--- config.mk ---
export PLATFORM = sky130hd
export DESIGN_NAME = sync_length_sum_frame_receiver
export DESIGN_NICKNAME = d
export VERILOG_FILES = /design/src/rtl/slsfr_pkg.sv /design/src/rtl/slsfr_pbuf.sv /design/src/rtl/sync_length_sum_frame_receiver.sv
export SDC_FILE = /design/constraint.sdc
export NUM_CORES = 1
export LEC_CHECK = 0
export BUFFER_PORTS_ARGS = -buffer_cell sky130_fd_sc_hd__clkbuf_2
export CAP_MARGIN = 20
export CORE_ASPECT_RATIO = 1.4
export CORE_MARGIN = 2
export CORE_UTILIZATION = 65
export DETAILED_ROUTE_END_ITERATION = 12
export GPL_ROUTABILITY_DRIVEN = 0
export PLACE_DENSITY = 0.94
export SKIP_CTS_REPAIR_TIMING = 1
export SLEW_MARGIN = 5
export SYNTH_ARGS = -nofsm -noshare
export SYNTH_HDL_FRONTEND = slang
export SYNTH_SLANG_ARGS = --single-unit
--- constraint.sdc ---
create_clock -name clk -period 4.8 [get_ports clk]
set_input_delay 0.48 -clock clk [delete_from_list [all_inputs] [get_ports clk]]
set_output_delay 0.48 -clock clk [all_outputs]
set_load 0.01 [all_outputs]
--- src/rtl/slsfr_pkg.sv ---
package slsfr_pkg;

	localparam int BYTE_W   = 8;
	localparam int LEN_W    = 6;
	localparam int POS_W    = 5;
	localparam int CFG_IW   = 2;
	localparam int RUN_MAX  = 32;

	localparam logic [CFG_IW-1:0] CFG_SYNC_FIRST  = 2'd0;
	localparam logic [CFG_IW-1:0] CFG_SYNC_SECOND = 2'd1;
	localparam logic [CFG_IW-1:0] CFG_MAX_LENGTH  = 2'd2;

	localparam logic [BYTE_W-1:0] SYNC_FIRST_RST  = 8'd170;
	localparam logic [BYTE_W-1:0] SYNC_SECOND_RST = 8'd175;
	localparam logic [LEN_W-1:0]  MAX_LENGTH_RST  = 6'd30;

	typedef enum logic [5:0] {
		PH_SYNC1 = 6'b000001,
		PH_SYNC2 = 6'b000010,
		PH_ID    = 6'b000100,
		PH_LEN   = 6'b001000,
		PH_DATA  = 6'b010000,
		PH_SUM   = 6'b100000
	} phase_t;

	typedef enum logic [3:0] {
		SQ_IDLE = 4'b0001,
		SQ_EXEC = 4'b0010,
		SQ_READ = 4'b0100,
		SQ_OUT  = 4'b1000
	} seq_t;

endpackage

--- src/rtl/slsfr_pbuf.sv ---
module slsfr_pbuf import slsfr_pkg::*; #(
	parameter int DEPTH = 32,
	parameter int AW    = 5
) (
	input  logic              clk,
	input  logic              wr_en,
	input  logic [AW-1:0]     wr_addr,
	input  logic [BYTE_W-1:0] wr_data,
	input  logic              rd_en,
	input  logic [AW-1:0]     rd_addr,
	output logic [BYTE_W-1:0] rd_data
);

	logic [BYTE_W-1:0] mem_q [DEPTH];
	logic [BYTE_W-1:0] rd_data_q;

	always_ff @(posedge clk) begin
		if (wr_en) begin
			mem_q[wr_addr] <= wr_data;
		end
	end

	always_ff @(posedge clk) begin
		if (rd_en) begin
			rd_data_q <= mem_q[rd_addr];
		end
	end

	assign rd_data = rd_data_q;

endmodule

--- src/rtl/sync_length_sum_frame_receiver.sv ---
// Frame receiver for a two-sync-byte, ID, length, payload, checksum byte stream.
//
// Input stream (s_*): one request per received byte; s_tuser = 1 marks a
// no-data/timeout event that sends the parser back to hunting for sync.
// Output stream (m_*): one request per payload byte of a good frame, tlast on
// the final one; a zero-length frame gives a single request without data, a
// checksum error a single request with the error flag set.
// Configuration: cfg_we/cfg_index/cfg_data, write only while idle.
//
// Sequence: each input request is accepted, then makes one pass through
// the shared 8-bit add/compare unit; s_tready is low during that pass and
// while a result run is delivered. The checksum byte of a good frame adds
// a payload buffer read and then an output per payload byte, more if
// m_tready is held low: the output holds until taken and nothing new is
// accepted meanwhile.
// Reset: registers return to their defaults, parser hunts for the first sync
// byte; the payload buffer is not cleared and needs no clearing pass.
module sync_length_sum_frame_receiver import slsfr_pkg::*; #(
	parameter int PAYLOAD_DEPTH = 32
) (
	input  logic                clk,
	input  logic                arst_n,
	input  logic                s_tvalid,
	output logic                s_tready,
	input  logic [7:0]          s_tdata,   // rx_byte
	input  logic                s_tuser,   // op
	output logic                m_tvalid,
	input  logic                m_tready,
	output logic [31:0]         m_tdata,   // message_id, payload_length, byte_position,
	                                       // payload_byte, zero fill
	output logic [1:0]          m_tuser,   // status, has_data
	output logic                m_tlast,
	input  logic                cfg_we,
	input  logic [CFG_IW-1:0]   cfg_index,
	input  logic [BYTE_W-1:0]   cfg_data
);

	localparam int AW = (PAYLOAD_DEPTH > 1) ? $clog2(PAYLOAD_DEPTH) : 1;
	localparam int LIM_I = (PAYLOAD_DEPTH < RUN_MAX) ? PAYLOAD_DEPTH : RUN_MAX;
	localparam logic [LEN_W-1:0] LEN_CAP = LEN_W'(LIM_I);
	localparam logic [LEN_W:0] DEPTH_V = (LEN_W + 1)'(PAYLOAD_DEPTH);

	logic [BYTE_W-1:0] sync_first_q, sync_second_q;
	logic [LEN_W-1:0]  max_length_q;

	seq_t              seq_q;
	phase_t            phase_q;
	logic              op_q;
	logic [BYTE_W-1:0] byte_q;
	logic [BYTE_W-1:0] frame_id_q;
	logic [LEN_W-1:0]  frame_length_q;
	logic [LEN_W-1:0]  fill_q;
	logic [BYTE_W-1:0] sum_q;
	logic [POS_W-1:0]  emit_q;
	logic              status_q, has_q, last_q;
	logic [POS_W-1:0]  pos_q;

	logic [BYTE_W-1:0] alu_a, alu_b, alu_sum;
	logic              alu_eq;
	logic [LEN_W-1:0]  len_lim;
	logic [LEN_W-1:0]  fill_nxt;
	logic              wr_en, rd_en;
	logic [LEN_W-1:0]  emit_ext;
	logic [BYTE_W-1:0] rd_data;

	// shared 8-bit add/compare unit
	always_comb begin
		alu_a = sum_q;
		alu_b = byte_q;
		if (seq_q == SQ_OUT) begin
			alu_a = BYTE_W'(emit_q);
			alu_b = BYTE_W'(1);
		end else if (phase_q == PH_SYNC1) begin
			alu_a = '0;
		end
	end
	assign alu_sum = alu_a + alu_b;
	assign alu_eq  = (alu_a == alu_b);

	assign len_lim  = (max_length_q < LEN_CAP) ? max_length_q : LEN_CAP;
	assign fill_nxt = fill_q + LEN_W'(1);
	assign emit_ext = LEN_W'(emit_q);

	assign wr_en = (seq_q == SQ_EXEC) && !op_q && (phase_q == PH_DATA)
	               && ({1'b0, fill_q} < DEPTH_V);
	assign rd_en = (seq_q == SQ_READ);

	slsfr_pbuf #(
		.DEPTH (PAYLOAD_DEPTH),
		.AW    (AW)
	) u_pbuf (
		.clk     (clk),
		.wr_en   (wr_en),
		.wr_addr (fill_q[AW-1:0]),
		.wr_data (byte_q),
		.rd_en   (rd_en),
		.rd_addr (emit_ext[AW-1:0]),
		.rd_data (rd_data)
	);

	always_ff @(posedge clk or negedge arst_n) begin
		if (!arst_n) begin
			sync_first_q  <= SYNC_FIRST_RST;
			sync_second_q <= SYNC_SECOND_RST;
			max_length_q  <= MAX_LENGTH_RST;
		end else if (cfg_we) begin
			unique case (cfg_index)
				CFG_SYNC_FIRST:  sync_first_q  <= cfg_data;
				CFG_SYNC_SECOND: sync_second_q <= cfg_data;
				CFG_MAX_LENGTH:  max_length_q  <= cfg_data[LEN_W-1:0];
				default: ;
			endcase
		end
	end

	always_ff @(posedge clk) begin
		if (s_tvalid && s_tready) begin
			op_q   <= s_tuser;
			byte_q <= s_tdata;
		end
	end

	always_ff @(posedge clk or negedge arst_n) begin
		if (!arst_n) begin
			seq_q          <= SQ_IDLE;
			phase_q        <= PH_SYNC1;
			frame_id_q     <= '0;
			frame_length_q <= '0;
			fill_q         <= '0;
			sum_q          <= '0;
			emit_q         <= '0;
			status_q       <= 1'b0;
			has_q          <= 1'b0;
			last_q         <= 1'b0;
			pos_q          <= '0;
		end else begin
			unique case (seq_q)
				SQ_IDLE: begin
					if (s_tvalid) begin
						seq_q <= SQ_EXEC;
					end
				end
				SQ_EXEC: begin
					seq_q <= SQ_IDLE;
					if (op_q) begin
						phase_q <= PH_SYNC1;
					end else begin
						unique case (phase_q)
							PH_SYNC1: begin
								sum_q   <= alu_sum;
								phase_q <= (byte_q == sync_first_q) ? PH_SYNC2 : PH_SYNC1;
							end
							PH_SYNC2: begin
								sum_q   <= alu_sum;
								phase_q <= (byte_q == sync_second_q) ? PH_ID : PH_SYNC1;
							end
							PH_ID: begin
								sum_q      <= alu_sum;
								frame_id_q <= byte_q;
								phase_q    <= PH_LEN;
							end
							PH_LEN: begin
								if (byte_q <= BYTE_W'(len_lim)) begin
									sum_q          <= alu_sum;
									frame_length_q <= byte_q[LEN_W-1:0];
									fill_q         <= '0;
									phase_q        <= (byte_q != '0) ? PH_DATA : PH_SUM;
								end else begin
									phase_q <= PH_SYNC1;
								end
							end
							PH_DATA: begin
								sum_q  <= alu_sum;
								fill_q <= fill_nxt;
								if (fill_nxt >= frame_length_q) begin
									phase_q <= PH_SUM;
								end
							end
							PH_SUM: begin
								phase_q <= PH_SYNC1;
								pos_q   <= '0;
								emit_q  <= '0;
								if (!alu_eq) begin
									status_q <= 1'b1;
									has_q    <= 1'b0;
									last_q   <= 1'b1;
									seq_q    <= SQ_OUT;
								end else if (frame_length_q == '0) begin
									status_q <= 1'b0;
									has_q    <= 1'b0;
									last_q   <= 1'b1;
									seq_q    <= SQ_OUT;
								end else begin
									status_q <= 1'b0;
									has_q    <= 1'b1;
									seq_q    <= SQ_READ;
								end
							end
							default: phase_q <= PH_SYNC1;
						endcase
					end
				end
				SQ_READ: begin
					pos_q  <= emit_q;
					last_q <= (emit_ext + LEN_W'(1) == frame_length_q);
					seq_q  <= SQ_OUT;
				end
				SQ_OUT: begin
					if (m_tready) begin
						if (last_q) begin
							seq_q <= SQ_IDLE;
						end else begin
							emit_q <= alu_sum[POS_W-1:0];
							seq_q  <= SQ_READ;
						end
					end
				end
				default: seq_q <= SQ_IDLE;
			endcase
		end
	end

	assign s_tready = (seq_q == SQ_IDLE);
	assign m_tvalid = (seq_q == SQ_OUT);
	assign m_tlast  = last_q;
	assign m_tuser  = {has_q, status_q};
	assign m_tdata  = {5'b0, (has_q ? rd_data : {BYTE_W{1'b0}}), pos_q, frame_length_q,
	                   frame_id_q};

`ifndef SYNTHESIS
	a_no_overlap: assert property (@(posedge clk) disable iff (!arst_n)
		!(s_tready && m_tvalid))
		else $error("input ready while a result is pending");

	a_err_last: assert property (@(posedge clk) disable iff (!arst_n)
		(m_tvalid && m_tuser[0]) |-> (m_tlast && !m_tuser[1]))
		else $error("error result not a single marked result");

	a_nodata_zero: assert property (@(posedge clk) disable iff (!arst_n)
		(m_tvalid && !m_tuser[1]) |-> (m_tdata[26:14] == '0))
		else $error("result without data carries position or byte");

	a_run_end: assert property (@(posedge clk) disable iff (!arst_n)
		(m_tvalid && m_tready && m_tlast) |=> s_tready)
		else $error("parser not ready after end of run");
`endif

endmodule
== Word-level counts from Yosys, hierarchy flattened ==
Memories as Yosys holds them, arrays and structs flattened. A register that Yosys moved wholly into a read port is not among the register bits.
Cells that the tools add are included.

* Latch bits: 0
* Memories: 1
* Bits in writable memories: 256
* Bits in read-only memories: 0
* Logic and storage cells: 115
* Bits in registers: 82

* Multiply operators: 0
* Add/subtract/negate cells: 3
* Magnitude comparators: 4
* Reduce and logical (&&, ||, !) cells: 26
* Div/mod/pow operators: 0
* Eq/ne operators: 24
* Shift operators: 0
* Bitwise gates (word level): 1
* Mux-type cells: 40

{| class="wikitable"
|+ Memories
! name !! depth !! width !! read ports !! clocked after memory_dff !! wr ports !! RTL line !! text
|-
| u_pbuf.mem_q || 32 || 8 || 1 || 1 || 1 || slsfr_pbuf.sv:14 || <nowiki>logic [BYTE_W-1:0] mem_q [DEPTH];</nowiki>
|}

{| class="wikitable"
|+ Operators with widths
! kind !! number
|-
| $mux W8 || 5
|-
| $mux W6 || 6
|-
| $pmux W6 S5 || 1
|-
| $eq A8 B8 Y1 || 3
|-
| $mux W4 || 6
|-
| $mux W5 || 4
|-
| $pmux W5 S2 || 2
|-
| $pmux W4 S4 || 1
|-
| $pmux W8 S2 || 1
|-
| $reduce_and A4 Y1 || 4
|-
| $lt A6 B6 Y1 const B || 2
|-
| $pmux W6 S2 || 1
|-
| $reduce_and A2 Y1 || 5
|-
| $mux W1 || 9
|-
| $reduce_and A3 Y1 || 3
|-
| $add A8 B8 Y8 || 1
|-
| $le A8 B6 Y1 || 1
|-
| $ne A2 B2 Y1 const B || 4
|-
| $reduce_bool A2 Y1 || 4
|-
| $reduce_bool A8 Y1 || 1
|-
| $add A5 B1 Y6 const B || 1
|-
| $add A6 B1 Y6 const B || 1
|-
| $eq A6 B1 Y1 const B || 1
|-
| $eq A6 B2 Y1 const B || 1
|-
| 24 further kinds || 30
|}

== Logic depth before layout (Yosys ltp) ==
Gate-level depths: netlist (run 1).

* Depth in word-level cells: 8
* Depth in mapped cells: 13
* Depth with buffers taken out: 13

== Modules after synthesis ==
A second synthesis (run 1) with hierarchy kept.

* Cell total of the unflattened synthesis: 855
* Area, all modules: 14764.2 um^2

{| class="wikitable"
|+ Modules (own cells, without submodules)
! module !! instances !! cells an instance !! seq. area each (um^2) !! area each (um^2)
|-
| slsfr_pbuf || 1 || 417 || 7927.6 || 10133.5
|-
| sync_length_sum_frame_receiver || 1 || 438 || 2117.0 || 4630.7
|}

== Least setup slack after synthesis (run 1) ==
No wires, ideal clock.

* Path kind: register to register
* Start point: register seq_q[0]
* End point: register seq_q[3]
* Required time: 4.669 ns
* Arrival: 2.902 ns
* Slack: 1.767 ns
* Setup time: 0.131 ns
* Path buffers: 1
* Stages on the path, launching flop included: 12
* Clock period less this slack: 3.033 ns
* Path through: dfstp_2 > nor2_1 > nand3b_1 > inv_1 > buf_1 > a22o_1 > ha_1 > or4_1 > nor4_1 > o31a_1 > a21oi_1 > or3_1

* Word-level cells in the longest chain between the ends: 7

{| class="wikitable"
|+ Ends and longest elaborated chain
! item !! RTL line !! text
|-
| from (decl) || sync_length_sum_frame_receiver.sv:46 || <nowiki>seq_t seq_q;</nowiki>
|-
| from (signal assigned) || sync_length_sum_frame_receiver.sv:125 || <nowiki>seq_q <= SQ_IDLE;</nowiki>
|-
| from (signal assigned) || sync_length_sum_frame_receiver.sv:140 || <nowiki>seq_q <= SQ_EXEC;</nowiki>
|-
| from (signal assigned) || sync_length_sum_frame_receiver.sv:144 || <nowiki>seq_q <= SQ_IDLE;</nowiki>
|-
| $eq A4 B4 Y1 * || n/a ||
|-
| via m_tvalid || sync_length_sum_frame_receiver.sv:27 || <nowiki>output logic m_tvalid,</nowiki>
|-
| $mux W8 || sync_length_sum_frame_receiver.sv:70 || <nowiki>if (seq_q == SQ_OUT) begin</nowiki>
|-
| $eq A8 B8 Y1 || sync_length_sum_frame_receiver.sv:78 || <nowiki>assign alu_eq = (alu_a == alu_b);</nowiki>
|-
| $mux W4 || sync_length_sum_frame_receiver.sv:183 || <nowiki>if (!alu_eq) begin</nowiki>
|-
| $mux W4 || sync_length_sum_frame_receiver.sv:148 || <nowiki>unique case (phase_q)</nowiki>
|-
| $mux W4 || sync_length_sum_frame_receiver.sv:145 || <nowiki>if (op_q) begin</nowiki>
|-
| $pmux W4 S4 || sync_length_sum_frame_receiver.sv:137 || <nowiki>unique case (seq_q)</nowiki>
|}

The timed path passes the listed nets; every way through them passes the cells marked *.
A chain may end at the register's enable or synchronous reset.

== Worst setup path after layout (run 1) ==
* Start point: register seq_q[0]
* End point: register seq_q[3]

* Word-level cells in the longest chain between the ends: 7

{| class="wikitable"
|+ Ends and longest elaborated chain
! item !! RTL line
|-
| $eq A4 B4 Y1 || sync_length_sum_frame_receiver.sv:70, sync_length_sum_frame_receiver.sv:137
|-
| $mux W8 || sync_length_sum_frame_receiver.sv:70
|-
| $eq A8 B8 Y1 || sync_length_sum_frame_receiver.sv:78
|-
| $mux W4 || sync_length_sum_frame_receiver.sv:183
|-
| $mux W4 || sync_length_sum_frame_receiver.sv:148
|-
| $mux W4 || sync_length_sum_frame_receiver.sv:145
|-
| $pmux W4 S4 || sync_length_sum_frame_receiver.sv:137
|}

Parallel ways exist; a longest one is shown, timed or not.

==> results of run 1 <==
## power by group
| part | switching [mW] | internal (mW) | total [mW] |
|---|---|---|---|
| registers | 0.109 | 3.44 | 3.55 |
| logic | 0.498 | 0.330 | 0.828 |
| clock network | 1.06 | 1.26 | 2.32 |
| total | 1.67 | 5.03 | 6.70 |
## sequential cells by signal, summed over array words and instances (netlist names), 6 cells and up
name,count
sync_first_q,8
fill_q,6
u_pbuf.mem_q,256
frame_length_q,6
phase_q,6
frame_id_q,8
max_length_q,6
sync_second_q,8
u_pbuf.rd_data,8
byte_q,8
sum_q,8
## cells by family after synthesis
family                   share of synthesized area (%)
AND/OR/NAND/NOR                                  7.505
AO/OA/AOI/OAI                                    3.597
adder cells (fa/ha/maj)                          2.151
buffers and inverters                            1.883
XOR/XNOR                                         1.882
other                                          0.02519
multiplexers                                     15.49
flip-flops                                       67.47
## routing by layer
layer,wire (um),up-vias
met3,2982,107
met2,18440,625
li1,-,3534
met5,0,-
met4,1499,0
met1,11950,4356
## cells in the mapped netlist (2+ instances only)
cell,count,area (sq um)
inv_1,17,63.81
buf_2,11,55.05
nor2_1,48,180.2
a22o_1,5,43.79
nor2b_1,15,93.84
mux4_2,80,1802
nor4_1,7,43.79
or4_1,3,22.52
clkbuf_1,24,90.09
or3b_2,2,17.52
edfxtp_1,273,8198
dfrtp_1,57,1426
mux2_2,42,473.0
nor3_1,4,20.02
nand4_1,2,12.51
o31ai_1,2,15.01
xor2_1,22,192.7
o31a_1,2,17.52
buf_4,7,52.55
nor4b_1,4,35.03
and2_1,10,62.56
o21ai_0,18,90.09
nand2b_1,9,56.30
o21bai_1,2,15.01
mux2i_1,2,20.02
o211ai_1,3,22.52
o21a_1,3,22.52
ha_1,24,300.3
nand4b_1,3,26.28
nand2_1,76,285.3
nand3b_1,10,75.07
and3_1,2,12.51
nand3_1,8,40.04
buf_1,2,7.510
o41ai_1,2,17.52
a31oi_1,6,37.54
xnor2_1,10,87.58
a21oi_1,16,80.08
or3_1,4,25.02
a21o_1,4,30.03
dfstp_2,16,420.4
## cell type report
class / instances / share of cell area [%]
Clock buffer: 36 / 4.773
Sequential cell: 346 / 61.34
Clock inverter: 16 / 0.8324
Inverter: 17 / 0.3895
Timing Repair Buffer: 70 / 2.383
Multi-Input combinational cell: 482 / 27.98
Tap cell: 301 / 2.299
## path summary, 6_finish.rpt
kind,to,cells past startpoint
max reg2reg,seq_q[3]$_DFFE_PN0P_,11
max in group asynchronous,emit_q[0]$_DFFE_PN0P_,1
max,seq_q[3]$_DFFE_PN0P_,11
min,pos_q[2]$_DFFE_PN0P_,1
min reg2reg,sum_q[5]$_DFFE_PN0P_,1
min in group clk,op_q$_DFFE_PP_,1
## metrics by stage
step / utilization [%] / total power [mW] / cell area [sq um]
floorplan: - / 4.145 / 14900
global placement: 68.61 / 4.361 / 15460
detailed placement: 68.61 / 4.403 / 15460
CTS: 72.69 / 6.672 / 16380
global route: 72.72 / 6.862 / 16380
finish: 72.72 / 6.698 / 16380
==> summary.log, run 1 <==
qor: yosys.fraction_of_the_yosys_area_taken_by_sequential_cells 67.47%
qor: setup_path.setup.worst_path.class register to register
qor: finish.layout.nets 994
qor: floorplanning.design.die.area 24150 sq um
qor: cts.clock_latency_of_the_later_clocked_register_in_the_worst_skew_pair 0.55 ns
qor: setup_path.setup.worst_path.start_class register
qor: global_route.overflow 0
qor: floorplanning.floorplan.die.width 131.9 um
qor: setup_path.cpMostUsedCell nor2_1
qor: global_route.met3_usage 3.648%
qor: drt.postRouteAntennaNets 0
qor: cts.cts.root.buffer_cell clkbuf_16
qor: floorplanning.floorplan.initialDensity 66.09%
qor: setup_path.regToRegSetupSlack 0.93 ns
qor: placed_design.dp_worst_setup_slack 1.060 ns
qor: floorplanning.core_region_area 22530 sq um
qor: drt.detail_route.vias_per_cell 6.800
qor: finish.layout_commonest_cell edfxtp_1
qor: yosys.synthDistinctLibCells 70
qor: timing.finalCritPeriodShare 80.54%
qor: finish.diodes 0
qor: global_route.grt_util_met1 37.52%
qor: finish.layout.cells.most_common_list edfxtp_1, mux4_2, nand2_1, dfrtp_1, clkbuf_2
qor: timing.hold_viol 0
qor: yosys.synthesis.area 14890 sq um
qor: cts.htree_levels 1
qor: setup_path.critPathMaxStageDelay 0.59 ns
qor: cts.clkSinkCount 346
qor: run.max_cap_violations 0
qor: drt.drt_iter0_drc 1101
qor: global_route.grt_max_degree 74
qor: cts.number_of_buffers_created_by_cts 28
qor: yosys.number_of_enable_type_register_cells_in_the_synthesized_netlist 273
qor: drt.routed_wirelength 34870 um
qor: setup_path.cp-startpoint seq_q[0]$_DFFE_PN1P_
qor: placed_design.placedCellCount 1215
qor: yosys.syn_area_per_cell 16.80 sq um
qor: setup_path.endpoint_kind register
qor: finish.area.sequential 10050 sq um
qor: timing.slew_hr 31.12%
qor: drt.drt-wirelength-per-cell 27.50 um
qor: power_and_ir_drop.vdd_drop_max 0.3927 mV
qor: timing.fin_worst_hold_slack 0.06534 ns
qor: placed_design.half_perimeter_wire_length_after_placement 20890 um
qor: power_and_ir_drop.leakagePower 5.955 nW
qor: finish.multi_input_gate_area_in_the_final_layout 4584 sq um
qor: min_path.worstHoldPathType primary input to asynchronous set/reset pin
qor: setup_path.critical_path.reg2reg.startpoint seq_q[0]$_DFFE_PN1P_
qor: setup_path.cp_data_required_time 5.23 ns
qor: timing.rsz0062_at_grt false
qor: placed_design.io_buffers 55
qor: setup_path.worstPathArrival 4.30 ns
qor: timing.fin_skew 0.01411 ns
qor: global_route.grt_use_met2 53.10%
qor: timing.final_setup_violations 0
qor: drt.vias 8622
qor: floorplanning.num_io_pins 61
qor: timing.final_max_slew_viol_count 0
qor: finish.final_cell_count_no_fill 1268
qor: setup_path.cp_top_family simple AND/OR/NAND/NOR gates
qor: drt.firstDrtPassIters 8
qor: global_route.grt.busiest_layer met2
qor: timing.setup_slack 0.9341 ns
qor: yosys.total_of_flip_flops_plus_latches_after_synthesis 346
qor: timing.measured_slew_at_the_worst_slew_check_pin 1.029 ns
qor: yosys.async_set_reset_flop_share_out_of_synthesis 21.10%
qor: setup_path.critical_path.max_fanout 15
qor: drt.drc 0
qor: global_route.grt_pass1_wl 53810 um
qor: finish.flow.area_growth_from_synthesis 10.04%
qor: global_route.number_of_antenna_violations_at_the_first_check_in_global_routing 0
qor: setup_path.critical-path-slowest-cell dfstp_2
qor: run_status.run_status finished, final reports clean
qor: power_and_ir_drop.cellPowerDensity 408.8 nW/um^2
qor: floorplanning.std_cell_rows 65
qor: global_route.number_of_global_route_vias_before_repair 8881
qor: yosys.yosysWarningCount 0
qor: cts.clk_pin_slew_worst_paths 0.07 ns
qor: timing.setup-tns-final 0 ns
qor: yosys.synth_ff_type edfxtp_1
qor: setup_path.worstPathCellList nor2_1, nand3b_1, inv_1, nor2_1, a22o_1, ha_1, or4_1, nor4_1, o31a_1, a21oi_1, or3_1
qor: global_route.grt.total_usage 29.85%
qor: cts.cts.path.max_buffers 3
qor: timing.post-route-min-period 3.866 ns
qor: yosys.post_synth_inst_count 886
qor: timing.peak_clock_frequency_supported_by_timing 258.7 MHz
qor: finish.drive_above_1_share 27.61%
qor: cts.cts_tree yes
qor: floorplanning.die_outline_height 183.1 um
qor: setup_path.worst-path-buf-inv 1
qor: finish.fillCellCount 1228
No activity file was read; power rests on OpenSTA's default activity.
==> run 2, diff against run 1 <==
ABC_AREA = 1   (was default)
CORE_UTILIZATION = 56   (was 65)
PLACE_DENSITY = 0.87   (was 0.94)
clock period = 3.3 ns   (was 4.8 ns; I/O delays follow)
==> summary.log, run 2 <==
qor: run_status.run_status finished, final reports clean
qor: timing.slew_hr 35.08% [+4.0 points]
qor: timing.fin_worst_hold_slack 0.01211 ns [-0.05322 ns]
qor: timing.finalCritPeriodShare 80.47% [about the same]
qor: timing.final_setup_violations 0 [unchanged]
qor: yosys.synth_commonest_cells edfxtp_1, nand2_1, nor2_1
qor: min_path.hold-path-endpoint sync_second_q[3]$_DFFE_PN1P_
qor: timing.peak_clock_frequency_supported_by_timing 376.6 MHz [+46%]
qor: cts.clkSinkCount 346 [unchanged]
qor: finish.diodes 0 [unchanged]
qor: cts.cts.path.max_buffers 3 [unchanged]
qor: drt.vias 10959 [+27%]
qor: power_and_ir_drop.cellPowerDensity 625.1 nW/um^2 [+53%]
qor: timing.measured_slew_at_the_worst_slew_check_pin 0.9702 ns [-0.05919 ns]
qor: yosys.synthesis.area 15170 sq um [+1.9%]
qor: yosys.syn_area_per_cell 10.86 sq um [-35%]
qor: global_route.number_of_antenna_violations_at_the_first_check_in_global_routing 0 [unchanged]
qor: yosys.netlist_top_cells_area edfxtp_1, dfrtp_1, nand2_1
qor: yosys.yosysWarningCount 0 [unchanged]
qor: floorplanning.die_outline_height 198.8 um [+8.6%]
qor: yosys.synth_most_common_cell edfxtp_1
qor: floorplanning.floorplan.die.width 143.1 um [+8.5%]
qor: finish.largest_reg_flops 256 [unchanged]
qor: setup_path.worstPathArrival 3.09 ns [-1.21 ns]
qor: timing.setup-tns-final 0 ns [unchanged]
qor: min_path.whs_path_depth 3
qor: setup_path.cp_data_required_time 3.73 ns [-1.50 ns]
qor: finish.fillCellCount 1877 [+53%]
qor: drt.drt_iter0_drc 1389 [+26%]
qor: setup_path.endpoint_kind register
qor: yosys.synthDominantCellAreaShare 54.04% [-1.0 points]
qor: global_route.grt_pass1_wl 56560 um [+5.1%]
qor: floorplanning.core_region_area 26740 sq um [+19%]
qor: yosys.synth_largest_area_cell edfxtp_1
qor: finish.final_cell_count_no_fill 1848 [+46%]
qor: timing.final_max_slew_viol_count 0 [unchanged]
qor: drt.postRouteAntennaNets 0 [unchanged]
qor: setup_path.critical_path.max_fanout 19 [+4]
qor: placed_design.half_perimeter_wire_length_after_placement 22600 um [+8.2%]
qor: drt.drc 0 [unchanged]
qor: yosys.total_of_flip_flops_plus_latches_after_synthesis 346 [unchanged]
qor: placed_design.placedCellCount 1785 [+47%]
qor: drt.routed_wirelength 35950 um [+3.1%]
qor: finish.register_containing_the_most_flip_flops_in_the_final_layout u_pbuf.mem_q
qor: yosys.number_of_enable_type_register_cells_in_the_synthesized_netlist 273 [unchanged]
qor: cts.number_of_buffers_created_by_cts 29 [+3.6%]
qor: drt.detail_route.vias_per_cell 5.930 [-13%]
qor: setup_path.worst-r2r-cell-count 11 [unchanged]
qor: min_path.worstHoldStart cfg_data[3]
qor: cts.cts_tree yes
qor: power_and_ir_drop.part_of_the_power_in_combinational_logic 18.3% [+5.9 points]
qor: finish.layout.nets 1510 [+52%]
qor: finish.layout.cells.most_common_list edfxtp_1, nand2_1, nor2_1, o21ai_0, nand3_1
qor: cts.clock_latency_of_the_later_clocked_register_in_the_worst_skew_pair 0.55 ns [about the same]
qor: drt.firstDrtPassIters 6 [-2]
qor: setup_path.setup.worst_path.class register to register
qor: yosys.post_synth_inst_count 1397 [+58%]
qor: setup_path.regToRegSetupSlack 0.64 ns [-0.29 ns]
qor: floorplanning.std_cell_rows 71 [+9.2%]
qor: floorplanning.num_io_pins 61 [unchanged]
qor: finish.drive_above_1_share 11.19% [-16 points]
qor: power_and_ir_drop.vdd_drop_max 0.5763 mV [+47%]
qor: yosys.async_set_reset_flop_share_out_of_synthesis 21.10% [unchanged]
qor: power_and_ir_drop.leakagePower 6.571 nW [+10%]
qor: setup_path.reg2reg_to emit_q[3]$_DFFE_PN0P_
qor: finish.flow.area_growth_from_synthesis 11.28%
qor: placed_design.io_buffers 55 [unchanged]
qor: timing.fin_skew 0.01301 ns [-0.001095 ns]
qor: timing.hold_viol 0 [unchanged]
qor: power_and_ir_drop.switching_share_of_total_power 28.42% [+3.6 points]
qor: power_and_ir_drop.cell_internal_pwr 7.554 mW [+50%]
qor: global_route.grt_max_degree 132 [+78%]
qor: global_route.number_of_global_route_vias_before_repair 10936 [+23%]
qor: finish.layout_commonest_cell edfxtp_1
qor: timing.rsz0062_at_grt false
qor: power_and_ir_drop.total_switching_power 3.000 mW [+80%]
qor: min_path.worstHoldPathType primary input to register
qor: global_route.overflow 0 [unchanged]
qor: yosys.fraction_of_the_yosys_area_taken_by_sequential_cells 66.21% [-1.3 points]
qor: yosys.synthDistinctLibCells 43 [-39%]
qor: power_and_ir_drop.power_frac_clock 30.7% [-3.9 points]
qor: setup_path.critical_path.reg2reg.startpoint seq_q[1]$_DFFE_PN0P_
qor: floorplanning.floorplan.initialDensity 56.74% [-9.4 points]
qor: yosys.synth_ff_type edfxtp_1
qor: power_and_ir_drop.power.share.sequential 51.0% [-2.0 points]
qor: cts.cts.root.buffer_cell clkbuf_16
qor: cts.htree_levels 1 [unchanged]
qor: timing.post-route-min-period 2.655 ns [-1.210 ns]
qor: drt.drt-wirelength-per-cell 19.45 um [-29%]
qor: cts.clk_pin_slew_worst_paths 0.07 ns [about the same]
qor: run.max_cap_violations 0 [unchanged]
qor: floorplanning.design.die.area 28440 sq um [+18%]
qor: setup_path.setup.worst_path.start_class register
qor: global_route.grt.total_usage 25.65% [-4.2 points]
[run 2: changes by cell type after synthesis, moves of 16 or more]
cell	before	now
o21ai_0	18	161
nand2_1	76	267
nand3_1	8	99
mux4_2	80	0
nor2_1	48	196
inv_1	17	82
o22ai_1	1	17
mux2_2	42	0
[run 2: worst max path at each step]
stage                           from                     to  slack [ns]
3_3_place_gp    seq_q[1]$_DFFE_PN0P_    m_tlast$_DFFE_PN0P_        0.85
6_report        seq_q[1]$_DFFE_PN0P_  emit_q[3]$_DFFE_PN0P_        0.64
2_1_floorplan  emit_q[0]$_DFFE_PN0P_  emit_q[4]$_DFFE_PN0P_        0.94
3_5_place_dp    seq_q[1]$_DFFE_PN0P_  emit_q[3]$_DFFE_PN0P_        0.70
5_1_grt         seq_q[1]$_DFFE_PN0P_  emit_q[3]$_DFFE_PN0P_        0.37
4_1_cts         seq_q[1]$_DFFE_PN0P_  emit_q[3]$_DFFE_PN0P_        0.69
[run 2: power groups by stage]
stage / clock network (mW) / logic [mW] / registers, mW
after global routing: 3.43 / 2.15 / 5.39
after detailed placement: 0 / 1.89 / 5.46
after global placement: 0 / 1.80 / 5.45
after CTS: 3.25 / 1.90 / 5.37
final: 3.24 / 1.93 / 5.38
after floorplan: 0 / 1.11 / 5.57
[run 2: per-stage QoR]
stage	cell area [sq um]	util [%]	power (mW)	worst slack, ns
finish	16880	63.14	10.55	0.6445
global route	16880	63.14	10.97	0.3750
CTS	16780	62.76	10.52	0.6904
floorplan	15190	-	6.673	0.9412
global placement	15890	59.44	7.251	0.8466
detailed placement	15890	59.44	7.349	0.7046
[run 2: area by class of cell]
cell class / instances / area [sq um] / area share [%]
Clock buffer: 36 / 752.0 / 4.454
Timing Repair Buffer: 99 / 670.6 / 3.972
Multi-Input combinational cell: 899 / 4492 / 26.61
Sequential cell: 346 / 10050 / 59.53
Clock inverter: 17 / 137.6 / 0.8152
Tap cell: 365 / 456.7 / 2.705
Inverter: 86 / 324.1 / 1.920
[run 2: cells by family (layout without fill, tap and decap cells)]
kind of cell	Yosys count	in the layout	synth area share, %
XOR/XNOR	28	28	1.616
adder cells (fa/ha/maj)	25	25	2.111
AND/OR/NAND/NOR	602	602	16.91
other	1	5	0.02472
buffers and inverters	156	238	4.281
flip-flops	346	346	66.21
AO/OA/AOI/OAI	239	239	8.849
[run 2: worst max-delay path, stage by stage, from the launching register on]
cell	delay, ns
dfrtp_1	0.43
nor2_2	0.19
nand3_4	0.20
inv_1	0.35
nor2_1	0.08
ha_1	0.40
a21oi_1	0.22
nand2_1	0.12
xnor2_1	0.32
nor2_1	0.09
nand2_1	0.08
o21ai_0	0.07
[run 2: layer usage]
metal  share of wire (%)  GRT usage, %  up-vias  wire length, um
met5                   0             0        -                0
met4                 5.5         15.14        0             1993
met3                 7.7         3.539      123             2751
met2                  53         45.26      583            18950
met1                  34         29.65     5288            12250
li1                    -             -     4965                -
